### config.mk
export PLATFORM = sky130hd
export DESIGN_NAME = deque_with_key_search_core
export DESIGN_NICKNAME = d
export VERILOG_FILES = /design/src/rtl/core/deq_pkg.sv /design/src/rtl/core/deque_with_key_search_core.sv /design/src/rtl/core/deq_store.sv /design/src/rtl/core/deq_ctrl.sv
export SDC_FILE = /design/constraint.sdc
export NUM_CORES = 1
export LEC_CHECK = 0
export ABC_CLOCK_PERIOD_IN_PS = 4700
export BUFFER_PORTS_ARGS = -buffer_cell sky130_fd_sc_hd__buf_4
export CAP_MARGIN = 20
export CORE_ASPECT_RATIO = 0.8
export CORE_UTILIZATION = 55
export DETAILED_ROUTE_END_ITERATION = 8
export PLACE_DENSITY = 0.74
export SKIP_CTS_REPAIR_TIMING = 1
export SYNTH_ARGS = -nofsm -noshare
export SYNTH_HDL_FRONTEND = slang
export SYNTH_SLANG_ARGS = --single-unit
export TNS_END_PERCENT = 30
### constraint.sdc
create_clock -name clk -period 4.7 [get_ports clk]
set_clock_uncertainty 0.1 [all_clocks]
set_input_delay 0.94 -clock clk [delete_from_list [all_inputs] [get_ports clk]]
set_output_delay 0.94 -clock clk [all_outputs]
set_load 0.01 [all_outputs]
### src/rtl/core/deq_pkg.sv
// ----------------------------------------------------------------------------
// Deque package
// Operation codes, result status codes, controller states and the fixed
// payload widths shared by the deque modules.
// ----------------------------------------------------------------------------
package deq_pkg;

    localparam int DEPTH_DEFAULT = 16;
    localparam int KEY_W         = 16;
    localparam int VAL_W         = 16;
    localparam int WORD_W        = KEY_W + VAL_W;
    localparam int FUNC_W        = 3;
    localparam int STATUS_W      = 2;

    typedef enum logic [FUNC_W-1:0] {
        FUNC_PUSH_FRONT = 3'd0,
        FUNC_PUSH_BACK  = 3'd1,
        FUNC_POP_FRONT  = 3'd2,
        FUNC_POP_BACK   = 3'd3,
        FUNC_LIST       = 3'd4,
        FUNC_FIND       = 3'd5
    } func_t;

    typedef enum logic [STATUS_W-1:0] {
        STATUS_OK      = 2'd0,
        STATUS_EMPTY   = 2'd1,
        STATUS_FULL    = 2'd2,
        STATUS_MISSING = 2'd3
    } status_t;

    typedef enum logic [2:0] {
        S_IDLE,
        S_POP_DATA,
        S_LIST_RD,
        S_LIST_DATA,
        S_FIND_RD,
        S_FIND_CHK
    } deq_state_t;

endpackage

### src/rtl/core/deque_with_key_search_core.sv
// ----------------------------------------------------------------------------
// Deque with key search
// Bounded double-ended queue of key and value entries held in a ring buffer,
// with pop from either end, listing from the front and search by key.
//
//   Channel  Valid      Stall      Payload
//   input    in_valid   in_stall   func, entry_key, entry_value
//   output   out_valid  out_stall  status, out_key, out_value, last_of_run
//
// A push, or a pop, listing or search on an empty store, loads its result
// directly; a pop loads the entry as it comes out of the synchronous store in
// the cycle after the read. A listing and a search read the stored entries
// from the front, each entry read and then handled before the next read is
// issued; a search stops at the first matching key. A listing waits before
// each read while the output channel is stalled. After reset the store is
// empty and no clearing pass is needed; entries are read only once written.
// ----------------------------------------------------------------------------
module deque_with_key_search_core
    import deq_pkg::*;
#(
    parameter int DEPTH = DEPTH_DEFAULT
)
(
    input  logic                clk,
    input  logic                rst_n,
    input  logic                in_valid,
    output logic                in_stall,
    input  logic [FUNC_W-1:0]   func,
    input  logic [KEY_W-1:0]    entry_key,
    input  logic [VAL_W-1:0]    entry_value,
    output logic                out_valid,
    input  logic                out_stall,
    output logic [STATUS_W-1:0] status,
    output logic [KEY_W-1:0]    out_key,
    output logic [VAL_W-1:0]    out_value,
    output logic                last_of_run
);

    localparam int IDX_W = (DEPTH > 1) ? $clog2(DEPTH) : 1;
    localparam int CNT_W = $clog2(DEPTH + 1);

    logic              mem_wr_en;
    logic [IDX_W-1:0]  mem_wr_addr;
    logic [WORD_W-1:0] mem_wr_data;
    logic              mem_rd_en;
    logic [IDX_W-1:0]  mem_rd_addr;
    logic [WORD_W-1:0] mem_rd_data;

    deq_ctrl #(
        .DEPTH (DEPTH),
        .IDX_W (IDX_W),
        .CNT_W (CNT_W)
    ) u_ctrl (
        .clk         (clk),
        .rst_n       (rst_n),
        .in_valid    (in_valid),
        .in_stall    (in_stall),
        .func        (func),
        .entry_key   (entry_key),
        .entry_value (entry_value),
        .out_valid   (out_valid),
        .out_stall   (out_stall),
        .status      (status),
        .out_key     (out_key),
        .out_value   (out_value),
        .last_of_run (last_of_run),
        .mem_wr_en   (mem_wr_en),
        .mem_wr_addr (mem_wr_addr),
        .mem_wr_data (mem_wr_data),
        .mem_rd_en   (mem_rd_en),
        .mem_rd_addr (mem_rd_addr),
        .mem_rd_data (mem_rd_data)
    );

    deq_store #(
        .DEPTH (DEPTH),
        .IDX_W (IDX_W)
    ) u_store (
        .clk     (clk),
        .wr_en   (mem_wr_en),
        .wr_addr (mem_wr_addr),
        .wr_data (mem_wr_data),
        .rd_en   (mem_rd_en),
        .rd_addr (mem_rd_addr),
        .rd_data (mem_rd_data)
    );

endmodule

### src/rtl/core/deq_store.sv
// ----------------------------------------------------------------------------
// Deque entry store
// Single-port-write, single-port-read synchronous memory holding the ring of
// key and value words, with registered read data.
// ----------------------------------------------------------------------------
module deq_store
    import deq_pkg::*;
#(
    parameter int DEPTH = DEPTH_DEFAULT,
    parameter int IDX_W = (DEPTH > 1) ? $clog2(DEPTH) : 1
)
(
    input  logic              clk,
    input  logic              wr_en,
    input  logic [IDX_W-1:0]  wr_addr,
    input  logic [WORD_W-1:0] wr_data,
    input  logic              rd_en,
    input  logic [IDX_W-1:0]  rd_addr,
    output logic [WORD_W-1:0] rd_data
);

    logic [WORD_W-1:0] mem [DEPTH];

    always_ff @(posedge clk)
    begin
        if (wr_en)
        begin
            mem[wr_addr] <= wr_data;
        end
    end

    always_ff @(posedge clk)
    begin
        if (rd_en)
        begin
            rd_data <= mem[rd_addr];
        end
    end

endmodule

### src/rtl/core/deq_ctrl.sv
// ----------------------------------------------------------------------------
// Deque controller
// Holds the front index and entry count, sequences pushes, pops, listings and
// key searches against the entry store, and drives the result register.
// ----------------------------------------------------------------------------
module deq_ctrl
    import deq_pkg::*;
#(
    parameter int DEPTH = DEPTH_DEFAULT,
    parameter int IDX_W = (DEPTH > 1) ? $clog2(DEPTH) : 1,
    parameter int CNT_W = $clog2(DEPTH + 1)
)
(
    input  logic                clk,
    input  logic                rst_n,
    input  logic                in_valid,
    output logic                in_stall,
    input  logic [FUNC_W-1:0]   func,
    input  logic [KEY_W-1:0]    entry_key,
    input  logic [VAL_W-1:0]    entry_value,
    output logic                out_valid,
    input  logic                out_stall,
    output logic [STATUS_W-1:0] status,
    output logic [KEY_W-1:0]    out_key,
    output logic [VAL_W-1:0]    out_value,
    output logic                last_of_run,
    output logic                mem_wr_en,
    output logic [IDX_W-1:0]    mem_wr_addr,
    output logic [WORD_W-1:0]   mem_wr_data,
    output logic                mem_rd_en,
    output logic [IDX_W-1:0]    mem_rd_addr,
    input  logic [WORD_W-1:0]   mem_rd_data
);

    localparam logic [IDX_W:0]   DEPTH_X  = (IDX_W + 1)'(DEPTH);
    localparam logic [IDX_W-1:0] LAST_IDX = IDX_W'(DEPTH - 1);
    localparam logic [CNT_W-1:0] FULL_CNT = CNT_W'(DEPTH);

    deq_state_t        state_reg, state_next;
    logic [IDX_W-1:0]  front_reg, front_next;
    logic [CNT_W-1:0]  count_reg, count_next;
    logic [IDX_W-1:0]  offset_reg, offset_next;
    logic [KEY_W-1:0]  key_reg, key_next;

    logic              out_valid_reg, out_valid_next;
    status_t           status_reg;
    logic [KEY_W-1:0]  out_key_reg;
    logic [VAL_W-1:0]  out_value_reg;
    logic              last_reg;

    logic              ld_en;
    status_t           ld_status;
    logic [WORD_W-1:0] ld_word;
    logic              ld_last;

    logic              accept;
    logic              out_free;
    logic              is_empty;
    logic              is_full;
    logic [IDX_W-1:0]  last_off;
    logic              at_last;
    logic              key_match;
    logic [IDX_W-1:0]  front_dec;
    logic [IDX_W-1:0]  front_inc;

    function automatic logic [IDX_W-1:0] slot(input logic [IDX_W-1:0] base,
                                              input logic [IDX_W-1:0] off);
        logic [IDX_W:0] sum;
        sum = {1'b0, base} + {1'b0, off};
        if (sum >= DEPTH_X)
        begin
            sum = sum - DEPTH_X;
        end
        return sum[IDX_W-1:0];
    endfunction

    assign out_free  = !out_valid_reg || !out_stall;
    assign in_stall  = !((state_reg == S_IDLE) && out_free);
    assign accept    = in_valid && !in_stall;
    assign is_empty  = (count_reg == '0);
    assign is_full   = (count_reg == FULL_CNT);
    assign last_off  = IDX_W'(count_reg - CNT_W'(1));
    assign at_last   = (offset_reg == last_off);
    assign key_match = (mem_rd_data[WORD_W-1:VAL_W] == key_reg);
    assign front_dec = (front_reg == '0) ? LAST_IDX : front_reg - IDX_W'(1);
    assign front_inc = (front_reg == LAST_IDX) ? '0 : front_reg + IDX_W'(1);

    always_comb
    begin
        state_next = state_reg;
        unique case (state_reg)
            S_IDLE:
            begin
                if (accept)
                begin
                    unique case (func)
                        FUNC_POP_FRONT, FUNC_POP_BACK:
                        begin
                            if (!is_empty)
                            begin
                                state_next = S_POP_DATA;
                            end
                        end
                        FUNC_LIST:
                        begin
                            if (!is_empty)
                            begin
                                state_next = S_LIST_RD;
                            end
                        end
                        FUNC_FIND:
                        begin
                            if (!is_empty)
                            begin
                                state_next = S_FIND_RD;
                            end
                        end
                        default:
                        begin
                            state_next = S_IDLE;
                        end
                    endcase
                end
            end
            S_POP_DATA:
            begin
                state_next = S_IDLE;
            end
            S_LIST_RD:
            begin
                if (out_free)
                begin
                    state_next = S_LIST_DATA;
                end
            end
            S_LIST_DATA:
            begin
                state_next = at_last ? S_IDLE : S_LIST_RD;
            end
            S_FIND_RD:
            begin
                state_next = S_FIND_CHK;
            end
            S_FIND_CHK:
            begin
                state_next = (key_match || at_last) ? S_IDLE : S_FIND_RD;
            end
            default:
            begin
                state_next = S_IDLE;
            end
        endcase
    end

    always_comb
    begin
        front_next  = front_reg;
        count_next  = count_reg;
        offset_next = offset_reg;
        key_next    = key_reg;
        mem_wr_en   = 1'b0;
        mem_wr_addr = front_reg;
        mem_wr_data = {entry_key, entry_value};
        mem_rd_en   = 1'b0;
        mem_rd_addr = slot(front_reg, offset_reg);
        ld_en       = 1'b0;
        ld_status   = STATUS_OK;
        ld_word     = '0;
        ld_last     = 1'b1;
        unique case (state_reg)
            S_IDLE:
            begin
                if (accept)
                begin
                    key_next    = entry_key;
                    offset_next = '0;
                    unique case (func)
                        FUNC_PUSH_FRONT:
                        begin
                            ld_en = 1'b1;
                            if (is_full)
                            begin
                                ld_status = STATUS_FULL;
                            end
                            else
                            begin
                                mem_wr_en   = 1'b1;
                                mem_wr_addr = front_dec;
                                front_next  = front_dec;
                                count_next  = count_reg + CNT_W'(1);
                            end
                        end
                        FUNC_PUSH_BACK:
                        begin
                            ld_en = 1'b1;
                            if (is_full)
                            begin
                                ld_status = STATUS_FULL;
                            end
                            else
                            begin
                                mem_wr_en   = 1'b1;
                                mem_wr_addr = slot(front_reg, IDX_W'(count_reg));
                                count_next  = count_reg + CNT_W'(1);
                            end
                        end
                        FUNC_POP_FRONT:
                        begin
                            if (is_empty)
                            begin
                                ld_en     = 1'b1;
                                ld_status = STATUS_EMPTY;
                            end
                            else
                            begin
                                mem_rd_en   = 1'b1;
                                mem_rd_addr = front_reg;
                                front_next  = front_inc;
                                count_next  = count_reg - CNT_W'(1);
                            end
                        end
                        FUNC_POP_BACK:
                        begin
                            if (is_empty)
                            begin
                                ld_en     = 1'b1;
                                ld_status = STATUS_EMPTY;
                            end
                            else
                            begin
                                mem_rd_en   = 1'b1;
                                mem_rd_addr = slot(front_reg, last_off);
                                count_next  = count_reg - CNT_W'(1);
                            end
                        end
                        FUNC_LIST:
                        begin
                            if (is_empty)
                            begin
                                ld_en     = 1'b1;
                                ld_status = STATUS_EMPTY;
                            end
                        end
                        FUNC_FIND:
                        begin
                            if (is_empty)
                            begin
                                ld_en     = 1'b1;
                                ld_status = STATUS_MISSING;
                            end
                        end
                        default:
                        begin
                            ld_en = 1'b0;
                        end
                    endcase
                end
            end
            S_POP_DATA:
            begin
                ld_en   = 1'b1;
                ld_word = mem_rd_data;
            end
            S_LIST_RD:
            begin
                mem_rd_en = out_free;
            end
            S_LIST_DATA:
            begin
                ld_en   = 1'b1;
                ld_word = mem_rd_data;
                ld_last = at_last;
                if (!at_last)
                begin
                    offset_next = offset_reg + IDX_W'(1);
                end
            end
            S_FIND_RD:
            begin
                mem_rd_en = 1'b1;
            end
            S_FIND_CHK:
            begin
                if (key_match)
                begin
                    ld_en   = 1'b1;
                    ld_word = mem_rd_data;
                end
                else if (at_last)
                begin
                    ld_en     = 1'b1;
                    ld_status = STATUS_MISSING;
                end
                else
                begin
                    offset_next = offset_reg + IDX_W'(1);
                end
            end
            default:
            begin
                ld_en = 1'b0;
            end
        endcase
    end

    always_comb
    begin
        if (ld_en)
        begin
            out_valid_next = 1'b1;
        end
        else
        begin
            out_valid_next = out_valid_reg && out_stall;
        end
    end

    always_ff @(posedge clk or negedge rst_n)
    begin
        if (!rst_n)
        begin
            state_reg     <= S_IDLE;
            front_reg     <= '0;
            count_reg     <= '0;
            out_valid_reg <= 1'b0;
        end
        else
        begin
            state_reg     <= state_next;
            front_reg     <= front_next;
            count_reg     <= count_next;
            out_valid_reg <= out_valid_next;
        end
    end

    always_ff @(posedge clk)
    begin
        offset_reg <= offset_next;
        key_reg    <= key_next;
        if (ld_en)
        begin
            status_reg    <= ld_status;
            out_key_reg   <= ld_word[WORD_W-1:VAL_W];
            out_value_reg <= ld_word[VAL_W-1:0];
            last_reg      <= ld_last;
        end
    end

    assign out_valid   = out_valid_reg;
    assign status      = status_reg;
    assign out_key     = out_key_reg;
    assign out_value   = out_value_reg;
    assign last_of_run = last_reg;

endmodule

* Word-level counts from Yosys, hierarchy flattened
Memories as Yosys holds them, arrays and structs flattened. A register that Yosys moved wholly into a read port is not among the register bits.
Cells that the tools add are included.
** Storage, ports and cells
- Flip-flop bits (word level) :: 68
- Bits in latches :: 0
- RAM bits :: 512
- ROM bits :: 0
- Bits of input ports :: 39
- Output and inout bits :: 37
- Logic and storage cells :: 133
- Memories kept :: 1
** Memories
- u_store.mem :: words 16, width 32, rd ports 1, clocked after memory_dff 1, write ports 1, line deq_store.sv:22 : logic [WORD_W-1:0] mem [DEPTH];
** Operators by class
- $add $sub $neg :: 11
- Multipliers :: 0
- Div/mod/pow operators :: 0
- $lt $le $gt $ge :: 3
- Eq/ne operators :: 23
- Shifts and indexed selects :: 0
- Mux-type cells :: 60
- Bitwise gates (word level) :: 0
- Reductions and logical operators :: 25
** Operators by type and width (number)
- 2-to-1 mux 4 bit :: 17
- case mux 32 bit (2 select lines) :: 1
- 2-to-1 mux 32 bit :: 1
- case mux 4 bit (2 select lines) :: 3
- 2-to-1 mux 3 bit :: 6
- equality test 16 bit :: 1
- subtractor 4 x 1 -> 4 bit (second input constant) :: 4
- adder 4 x 4 -> 5 bit :: 3
- greater-or-equal comparator 5 bit (second input constant) :: 3
- 2-to-1 mux 1 bit :: 15
- case mux 3 bit (5 select lines) :: 1
- equality test 3 x 2 -> 1 bit (second input constant) :: 4
- equality test 3 bit (second input constant) :: 4
- 2-to-1 mux 2 bit :: 6
- case mux 4 bit (3 select lines) :: 1
- 2-to-1 mux 5 bit :: 2
- case mux 5 bit (2 select lines) :: 1
- AND reduction 5 bit :: 2
- != test 3 bit (second input constant) :: 3
- case mux 3 bit (3 select lines) :: 1
- adder 4 x 1 -> 4 bit (second input constant) :: 2
- != test 2 bit (second input constant) :: 4
- equality test 3 x 1 -> 1 bit (second input constant) :: 2
- logical NOT 3 bit :: 2
- other kinds (23) :: 33

* Longest topological paths before layout
Gate-level depths: netlist (run 1).
- Depth in word-level cells :: 8
- Depth in mapped cells :: 12
- Mapped depth without buffers :: 10

* Modules after synthesis
From an unflattened synthesis (run 1), not the netlist that was laid out.
** Second synthesis, totals
- Cell total of the unflattened synthesis :: 1196
- Area, all modules :: 24161.9 um2
** By module, submodules not included
- deq_store :: times used 1, cells each 838, area each 20155.6 um2, sequential area each 16335.7 um2
- deq_ctrl :: times used 1, cells each 358, area each 4006.3 um2, sequential area each 1976.9 um2

* Worst setup path after synthesis (run 1)
No wires, ideal clock.
- Path kind :: input to register
- Start point :: input func[0]
- End point :: memory u_store.mem[1][0] in the netlist's numbering, enable pin
- Setup time :: 0.461 ns
- Arrival :: 4.543 ns
- Required time :: 4.139 ns
- Setup slack :: -0.404 ns
- Stages :: 6
- Path buffers :: 2
- Cells stage by stage :: clkbuf_1 clkbuf_1 a21oi_1 o41ai_1 nand3_1 nor3_1
** Between the ends
- Cells in the longest elaborated chain, start to end :: 7
- Elaborated cells on any way between the ends :: 11
- Classes of those cells :: 1 x eq/ne; 8 x mux; 2 x reduce/logical
** Ends and longest elaborated chain
- from (decl) :: line deque_with_key_search_core.sv:28 : input logic [FUNC_W-1:0] func,
- equality test 3 x 1 -> 1 bit / logical NOT 3 bit (equally long branches) :: line deq_ctrl.sv:177 : unique case (func)
- OR reduction 2 bit (no source line)
- 2-to-1 mux 1 bit
- 2-to-1 mux 1 bit :: line deq_ctrl.sv:173 : if (accept)
- 2-to-1 mux 1 bit :: line deq_ctrl.sv:170 : unique case (state_reg)
- 2-to-1 mux 1 bit :: line deq_store.sv:26 : if (wr_en)
- 2-to-1 mux 1 bit (not written as such) :: line deq_store.sv:28 : mem[wr_addr] <= wr_data;
- to (decl) :: line deq_store.sv:22
Parallel ways exist; a longest one is shown, timed or not.

* Worst setup path after layout (run 1)
- Start point :: register u_ctrl.count_reg[0]
- End point :: register u_store.rd_data[16] (read register of u_store.mem), data pin
** Between the ends
- Cells in the longest elaborated chain, start to end :: 8
- Elaborated cells on any way between the ends :: 15
- Classes of those cells :: 3 x add/sub; 1 x order compare; 10 x mux; 1 x reduce/logical
** Ends and longest elaborated chain
- from (decl) :: line deq_ctrl.sv:41 : logic [CNT_W-1:0] count_reg, count_next;
- from (signal assigned) :: line deq_ctrl.sv:331 : count_reg <= count_next;
- subtractor 5 x 1 -> 5 bit :: line deq_ctrl.sv:82 : assign last_off = IDX_W'(count_reg - CNT_W'(1));
- adder 4 x 4 -> 5 bit :: line deq_ctrl.sv:69 : sum = {1'b0, base} + {1'b0, off};
- subtractor 4 x 1 -> 4 bit / greater-or-equal comparator 5 bit (equally long branches) :: line deq_ctrl.sv:72, deq_ctrl.sv:70
- 2-to-1 mux 4 bit :: line deq_ctrl.sv:70 : if (sum >= DEPTH_X)
- 2-to-1 mux 4 bit :: line deq_ctrl.sv:224 : if (is_empty)
- case mux 4 bit (2 select lines) :: line deq_ctrl.sv:177
- 2-to-1 mux 4 bit :: line deq_ctrl.sv:173
- 2-to-1 mux 4 bit :: line deq_ctrl.sv:170
- to (decl) :: line deq_store.sv:19 : output logic [WORD_W-1:0] rd_data
Parallel ways exist; a longest one is shown, timed or not.
A chain may end at the register's enable or synchronous reset.

==> results of run 1 <==
power groups by stage:
stage	registers, W	clock network (W)	logic [W]
floorplan	0.00717	0	0.00682
global placement	0.00724	0	0.00954
detailed placement	0.00725	0	0.00977
CTS	0.00714	0.00486	0.00981
global route	0.00718	0.00506	0.0106
finish	0.00714	0.00481	0.00995
synthesized netlist by cell type, drive strengths merged, types with 2 or more instances:
cell type,count
a211oi,4
a21o,6
a21oi,18
a31oi,2
and2,33
and3,2
buf,37
clkbuf,120
dfrtp,13
edfxtp,599
fa,3
ha,15
inv,203
mux2,66
mux2i,38
nand2,13
nand2b,4
nand3,9
nand3b,2
nand4,7
nor2,24
nor2b,4
nor3,22
nor4,7
o2111ai,64
o211ai,193
o21a,3
o21ai,16
o221ai,192
o22ai,2
o31ai,2
o41ai,2
or3,5
or4,3
xnor2,9
xor2,29
cell type report:
| type | count | area (sq um) |
|---|---|---|
| sequential | 612 | 18300 |
| multi-input combinational | 814 | 6850 |
| clock inverter | 32 | 422 |
| fill | 3343 | 17400 |
| inverter | 203 | 762 |
| timing repair buffer | 134 | 1210 |
| tap | 620 | 776 |
| clock buffer | 74 | 1510 |
cell families after synthesis:
family,Yosys count,share of synthesized area
flip-flops,612,0.692
AO/OA/AOI/OAI,513,0.155
buffers and inverters,360,0.0568
AND/OR/NAND/NOR,140,0.0310
multiplexers,104,0.0424
XOR/XNOR,39,0.0134
adder cells (fa/ha/maj),18,0.00936
metal layers:
layer | global-route usage | share of wire | vias to the layer above
li1 | - | - | 7221
met1 | 0.401 | 0.39 | 8218
met2 | 0.445 | 0.47 | 1017
met3 | 0.0615 | 0.11 | 173
met4 | 0.0923 | 0.029 | 2
met5 | 0 | 0.00015 | -
path summary, 6_finish.rpt:
kind                            depth (start not counted)                               to                            start  slack, ns
min in group clk                                        1   u_ctrl.out_value[12]$_DFFE_PP_    u_store.rd_data[12]$_DFFE_PP_       0.42
worst max-delay path                                   10    u_store.rd_data[16]$_DFFE_PP_  u_ctrl.count_reg[0]$_DFFE_PN0P_       0.69
max in group asynchronous                               1  u_ctrl.state_reg[1]$_DFFE_PN0P_                            rst_n       4.26
worst min-delay path                                    1  u_ctrl.front_reg[1]$_DFFE_PN0P_                            rst_n       0.06
worst max register to register                         10    u_store.rd_data[16]$_DFFE_PP_  u_ctrl.count_reg[0]$_DFFE_PN0P_       0.69
worst min register to register                          1   u_ctrl.out_value[12]$_DFFE_PP_    u_store.rd_data[12]$_DFFE_PP_       0.42
stage by stage:
step	hold WS, ns	std cells	TNS, ns	setup WS, ns	power (W)
after floorplan	0.397	1786	-139.54	-0.404	0.0140
after global placement	0.409	2383	0	0.808	0.0168
after detailed placement	0.415	2383	0	0.729	0.0170
after CTS	0.0474	2489	0	0.752	0.0218
after global routing	0.0531	2489	0	0.607	0.0228
final	0.0569	2489	0	0.695	0.0219
==> metrics.txt, run 1 <==
# TYPE chip_impl_metric gauge
chip_impl_metric{name="netlist.area_leader.share",unit=""} 0.679
chip_impl_metric{name="share_of_synthesized_area_occupied_by_flip_flops_and_latches",unit=""} 0.692
chip_impl_info{name="outcome",value="complete, but fails checks"} 1
chip_impl_metric{name="crit_arrival",unit="ns"} 4.36
chip_impl_metric{name="first_global_vias",unit=""} 16300
chip_impl_metric{name="critPathBufInv",unit=""} 2
chip_impl_metric{name="number_of_synthesized_flops_with_an_enable_pin",unit=""} 599
chip_impl_metric{name="floorplan.die.width",unit="microns"} 247
chip_impl_info{name="hold_path.class",value="input pin to async pin"} 1
chip_impl_metric{name="slew_viol_final",unit=""} 0
chip_impl_metric{name="cp_max_stage_delay",unit="ns"} 0.80
chip_impl_metric{name="maximum_number_of_pins_on_one_net_before_global_route_repair",unit=""} 193
chip_impl_metric{name="number_of_cts_inserted_buffers",unit=""} 57
chip_impl_metric{name="layout_min_cycle_time",unit="ns"} 4.01
chip_impl_metric{name="nNetsFinal",unit=""} 1879
chip_impl_info{name="largest-register",value="u_store.mem"} 1
chip_impl_metric{name="period_share",unit=""} 0.852
chip_impl_metric{name="syn_area",unit="sq um"} 26500
chip_impl_metric{name="drt-vias-per-instance",unit=""} 6.68
chip_impl_metric{name="rows",unit=""} 71
chip_impl_info{name="clock_tree_from_tritoncts",value="yes"} 1
chip_impl_metric{name="clock_sinks",unit=""} 612
chip_impl_info{name="post-synth-top-area-cell",value="edfxtp_1"} 1
chip_impl_info{name="biggest_area_contributors_in_the_synthesized_netlist",value="edfxtp_1 (68%), o221ai_1 (6.4%), o211ai_1 (5.5%), inv_1 (2.9%), o2111ai_1 (2.1%)"} 1
chip_impl_info{name="critical_path.top_delay_family",value="simple AND/OR/NAND/NOR gates"} 1
chip_impl_metric{name="synthesis.nets",unit=""} 1843
chip_impl_metric{name="htree_levels",unit=""} 2
chip_impl_metric{name="grt_usage",unit=""} 0.285
chip_impl_metric{name="layout-drive-gt1-share",unit=""} 0.159
chip_impl_metric{name="place.detailed.hpwl",unit="microns"} 34500
chip_impl_metric{name="largest_reg_flops",unit=""} 512
chip_impl_info{name="dominantRegCellSynth",value="edfxtp_1"} 1
chip_impl_metric{name="detailedRoute.firstIterationViolations",unit=""} 2151
chip_impl_metric{name="cts-root-to-sink-buffers",unit=""} 3
chip_impl_info{name="end_kind",value="flop"} 1
chip_impl_metric{name="finalSetupViolations",unit=""} 0
chip_impl_info{name="violations_in_the_final_reports",value="design-rule violations"} 1
chip_impl_metric{name="avgRoutedWirePerCell",unit="microns"} 27.7
chip_impl_metric{name="routed_wirelength",unit="microns"} 68900
chip_impl_info{name="final_cell_mix",value="edfxtp_1 (599), inv_1 (203), o211ai_1 (193)"} 1
chip_impl_metric{name="async_reset_ff_frac",unit=""} 0.0212
chip_impl_info{name="grt_setup_unrepaired",value="no"} 1
chip_impl_metric{name="cp_data_required_time",unit="ns"} 5.05
chip_impl_metric{name="detail_route.first_pass.iterations",unit=""} 8
chip_impl_metric{name="detail_route.drc_violations",unit=""} 12
chip_impl_metric{name="power_frac_clock",unit=""} 0.220
chip_impl_metric{name="number_of_antenna_violations_at_the_first_check_in_global_routing",unit=""} 1
chip_impl_metric{name="share_comb_of_total_power",unit=""} 0.454
chip_impl_metric{name="num_vias",unit=""} 16600
chip_impl_metric{name="synth_cells",unit=""} 1786
chip_impl_metric{name="final_cell_area",unit="sq um"} 29800
chip_impl_metric{name="antennaDiodeCount",unit=""} 0
chip_impl_metric{name="synthesis.area_per_instance",unit="sq um"} 14.8
chip_impl_metric{name="fin_util",unit=""} 0.631
chip_impl_info{name="clock_tree_root_buffer_cell",value="clkbuf_16"} 1
chip_impl_metric{name="irDropWorstVdd",unit="mV"} 1.11
chip_impl_metric{name="global_placer_s_final_weighted_congestion",unit=""} 0.848
chip_impl_info{name="cpMaxStageDelayCell",value="nor2_4"} 1
chip_impl_metric{name="count_of_port_buffers_added_during_placement",unit=""} 75
chip_impl_metric{name="die_y",unit="microns"} 198
chip_impl_info{name="timing.critical_path.cells",value="inv_1 > ha_1 > fa_1 > nor2b_1 > o21ai_0 > nor4_4 > nor2_4 > buf_4 > o2111ai_1 > mux2i_1"} 1
chip_impl_metric{name="clk-insertion-delay-late",unit="ns"} 0.62
chip_impl_metric{name="core_area",unit="sq um"} 47300
chip_impl_metric{name="power_density",unit="nW/um^2"} 734
chip_impl_metric{name="wire_length_of_the_first_global_routing_pass",unit="microns"} 103000
chip_impl_metric{name="critical_path.max_fanout",unit=""} 25
chip_impl_metric{name="postRouteAntennaNets",unit=""} 0
chip_impl_metric{name="area.growth.synth_to_final",unit="%"} 12.7
chip_impl_metric{name="clk_pin_slew",unit="ns"} 0.07
chip_impl_info{name="critical_path_class",value="flop to flop"} 1
chip_impl_metric{name="timing.fmax",unit="MHz"} 250
chip_impl_metric{name="dpl-instance-area",unit="sq um"} 27900
chip_impl_metric{name="synthesis.yosys.warnings",unit=""} 0
chip_impl_metric{name="die_outline_area",unit="sq um"} 49000
chip_impl_metric{name="switching_share",unit=""} 0.394
chip_impl_metric{name="p_int",unit="W"} 0.0133
chip_impl_metric{name="pwr-share-seq",unit=""} 0.326
chip_impl_info{name="layout_commonest_cell",value="edfxtp_1"} 1
chip_impl_metric{name="grt-ovfl-total",unit=""} 0
chip_impl_metric{name="synth.ff_latch_count",unit=""} 612
chip_impl_metric{name="p_leak",unit="nW"} 10.0
chip_impl_metric{name="power.net_switching",unit="W"} 0.00864
chip_impl_metric{name="num_io_pins",unit=""} 76
chip_impl_metric{name="timing.max_cap.violations",unit=""} 0
chip_impl_metric{name="max_slew.worst_pin.slew",unit="ns"} 1.12
chip_impl_info{name="setup.worst_path.start_class",value="flop"} 1
chip_impl_metric{name="initial_utilization",unit=""} 0.560
chip_impl_info{name="largestRegisters",value="u_store.mem: 512 flops, u_store.rd_data: 32 flops"} 1
chip_impl_metric{name="max-slew-margin-rel",unit=""} 0.252
chip_impl_metric{name="synthDistinctLibCells",unit=""} 61
chip_impl_metric{name="finalHoldViolCount",unit=""} 0
(Power assumes the default switching activity.)
==> inputs of run 2 (changes only) <==
--- a/config.mk
+++ b/config.mk
@@ -9,9 +9,9 @@
 export BUFFER_PORTS_ARGS = -buffer_cell sky130_fd_sc_hd__buf_4
 export CAP_MARGIN = 20
 export CORE_ASPECT_RATIO = 0.8
-export CORE_UTILIZATION = 55
+export CORE_UTILIZATION = 56
 export DETAILED_ROUTE_END_ITERATION = 8
-export PLACE_DENSITY = 0.74
+export PLACE_DENSITY = 0.75
 export SKIP_CTS_REPAIR_TIMING = 1
 export SYNTH_ARGS = -nofsm -noshare
 export SYNTH_HDL_FRONTEND = slang
==> metrics.txt, run 2 (same netlist as run 1, synthesis figures left out) <==
# TYPE chip_impl_metric gauge
chip_impl_metric{name="critical_path.max_fanout",unit=""} 97
chip_impl_metric{name="avgRoutedWirePerCell",unit="microns"} 27.4
chip_impl_metric{name="cp_data_required_time",unit="ns"} 5.06
chip_impl_metric{name="power.net_switching",unit="W"} 0.00871
chip_impl_info{name="grt_setup_unrepaired",value="no"} 1
chip_impl_metric{name="area.growth.synth_to_final",unit="%"} 12.1
chip_impl_metric{name="fillers",unit=""} 3252
chip_impl_metric{name="power_density",unit="nW/um^2"} 728
chip_impl_metric{name="grt-ovfl-total",unit=""} 0
chip_impl_info{name="outcome",value="complete, no violations"} 1
chip_impl_metric{name="count_of_port_buffers_added_during_placement",unit=""} 75
chip_impl_metric{name="htree_levels",unit=""} 2
chip_impl_metric{name="layout_min_cycle_time",unit="ns"} 4.03
chip_impl_metric{name="largest_reg_flops",unit=""} 512
chip_impl_metric{name="nNetsFinal",unit=""} 1882
chip_impl_metric{name="place.detailed.hpwl",unit="microns"} 34500
chip_impl_metric{name="final_cell_area",unit="sq um"} 29700
chip_impl_metric{name="max_slew.worst_pin.slew",unit="ns"} 1.07
chip_impl_metric{name="number_of_antenna_violations_at_the_first_check_in_global_routing",unit=""} 2
chip_impl_metric{name="global_placer_s_final_weighted_congestion",unit=""} 0.843
chip_impl_info{name="setup.worst_path.start_class",value="flop"} 1
chip_impl_metric{name="max-slew-margin-rel",unit=""} 0.290
chip_impl_info{name="final_cell_mix",value="edfxtp_1 (599), inv_1 (203), o211ai_1 (193)"} 1
chip_impl_metric{name="timing.max_cap.violations",unit=""} 0
chip_impl_metric{name="num_vias",unit=""} 16700
chip_impl_metric{name="detailedRoute.firstIterationViolations",unit=""} 2201
chip_impl_metric{name="timing.fmax",unit="MHz"} 248
chip_impl_metric{name="postRouteAntennaNets",unit=""} 0
chip_impl_info{name="largestRegisters",value="u_store.mem: 512 flops, u_store.rd_data: 32 flops"} 1
chip_impl_info{name="hold_path.class",value="input pin to async pin"} 1
chip_impl_metric{name="die_y",unit="microns"} 196
chip_impl_metric{name="p_int",unit="W"} 0.0129
chip_impl_metric{name="clk-insertion-delay-late",unit="ns"} 0.63
chip_impl_metric{name="wire_length_of_the_first_global_routing_pass",unit="microns"} 100000
chip_impl_metric{name="finalHoldViolCount",unit=""} 0
chip_impl_metric{name="switching_share",unit=""} 0.403
chip_impl_metric{name="floorplan.die.width",unit="microns"} 245
chip_impl_metric{name="clk_pin_slew",unit="ns"} 0.06
chip_impl_metric{name="finalSetupViolations",unit=""} 0
chip_impl_metric{name="detail_route.drc_violations",unit=""} 0
chip_impl_info{name="clock_tree_from_tritoncts",value="yes"} 1
chip_impl_metric{name="number_of_cts_inserted_buffers",unit=""} 58
chip_impl_metric{name="share_comb_of_total_power",unit=""} 0.464
chip_impl_metric{name="period_share",unit=""} 0.858
chip_impl_info{name="largest-register",value="u_store.mem"} 1
chip_impl_metric{name="clock_sinks",unit=""} 612
chip_impl_metric{name="pwr-share-seq",unit=""} 0.330
chip_impl_info{name="critical_path_class",value="flop to flop"} 1
chip_impl_metric{name="dpl-instance-area",unit="sq um"} 27900
chip_impl_metric{name="whs",unit="ns"} 0.0579
chip_impl_metric{name="crit_arrival",unit="ns"} 4.39
chip_impl_metric{name="grt_usage",unit=""} 0.282
chip_impl_info{name="layout_commonest_cell",value="edfxtp_1"} 1
chip_impl_metric{name="layout-drive-gt1-share",unit=""} 0.159
chip_impl_metric{name="power_frac_clock",unit=""} 0.206
chip_impl_metric{name="routed_wirelength",unit="microns"} 68000
chip_impl_metric{name="initial_utilization",unit=""} 0.574
chip_impl_metric{name="maximum_number_of_pins_on_one_net_before_global_route_repair",unit=""} 193
chip_impl_metric{name="irDropWorstVdd",unit="mV"} 1.04
chip_impl_metric{name="slew_viol_final",unit=""} 0
chip_impl_metric{name="rows",unit=""} 70
chip_impl_metric{name="die_outline_area",unit="sq um"} 48200
chip_impl_info{name="clock_tree_root_buffer_cell",value="clkbuf_16"} 1
chip_impl_metric{name="detail_route.first_pass.iterations",unit=""} 6
chip_impl_metric{name="first_global_vias",unit=""} 16100
chip_impl_metric{name="p_leak",unit="nW"} 9.95
chip_impl_info{name="end_kind",value="flop"} 1
chip_impl_metric{name="regToRegSetupSlack",unit="ns"} 0.67
chip_impl_metric{name="core_area",unit="sq um"} 46200
chip_impl_metric{name="cts-root-to-sink-buffers",unit=""} 3
chip_impl_metric{name="drt-vias-per-instance",unit=""} 6.73
chip_impl_metric{name="num_io_pins",unit=""} 76
## run 2: final cells by class
class	count	area [sq um]	area share
clock inverters	33	269	0.00906
inverters	203	762	0.0257
diodes	1	2.50	0.0000843
clock buffers	68	1490	0.0501
flip-flops and latches	612	18300	0.617
repair buffers	136	1250	0.0420
well taps	612	766	0.0258
multi-input cells	814	6850	0.231
## run 2: worst paths after layout
kind | startpoint | to | cells past startpoint
worst max register to register | u_ctrl.count_reg[0]$_DFFE_PN0P_ | u_store.rd_data[28]$_DFFE_PP_ | 10
worst min-delay path | rst_n | u_ctrl.count_reg[2]$_DFFE_PN0P_ | 1
worst max-delay path | u_ctrl.count_reg[0]$_DFFE_PN0P_ | u_store.rd_data[28]$_DFFE_PP_ | 10
worst min register to register | u_store.rd_data[4]$_DFFE_PP_ | u_ctrl.out_value[4]$_DFFE_PP_ | 1
max in group asynchronous | rst_n | u_ctrl.state_reg[2]$_DFFE_PN0P_ | 1
min in group clk | u_store.rd_data[4]$_DFFE_PP_ | u_ctrl.out_value[4]$_DFFE_PP_ | 1
## run 2: per-layer routing
layer / track usage / wire, microns
met5: 0 / 9
met4: 0.107 / 2170
met3: 0.0560 / 7460
met2: 0.432 / 31100
met1: 0.401 / 27200
## run 2: worst max-delay path: stages (launching register included)
cell and delay [ns]:
dfrtp_1 0.48, inv_1 0.15, ha_1 0.20, nor4b_4 0.51, or4_4 0.35, buf_12 0.35
buf_4 0.92, o211ai_1 0.22, o221ai_1 0.13, o2111ai_1 0.17, mux2i_1 0.21
## run 2: power by group through the flow
stage / Combinational (W) / Clock (W) / Sequential, W
after floorplan: 0.00682 / 0 / 0.00717
after global placement: 0.00961 / 0 / 0.00723
after detailed placement: 0.00982 / 0 / 0.00724
after CTS: 0.00986 / 0.00450 / 0.00713
after global routing: 0.0106 / 0.00466 / 0.00718
final: 0.0100 / 0.00445 / 0.00713
## run 2: metrics by stage
| step | instances | TNS [ns] | setup slack (ns) | total power, W | utilization |
|---|---|---|---|---|---|
| finish | 2479 | 0 | 0.669 | 0.0216 | 0.643 |
| CTS | 2478 | 0 | 0.702 | 0.0215 | 0.643 |
| global route | 2478 | 0 | 0.342 | 0.0224 | 0.643 |
| floorplan | 1786 | -139.54 | -0.404 | 0.0140 | - |
| detailed placement | 2377 | 0 | 0.511 | 0.0171 | 0.605 |
| global placement | 2377 | 0 | 0.571 | 0.0168 | 0.605 |
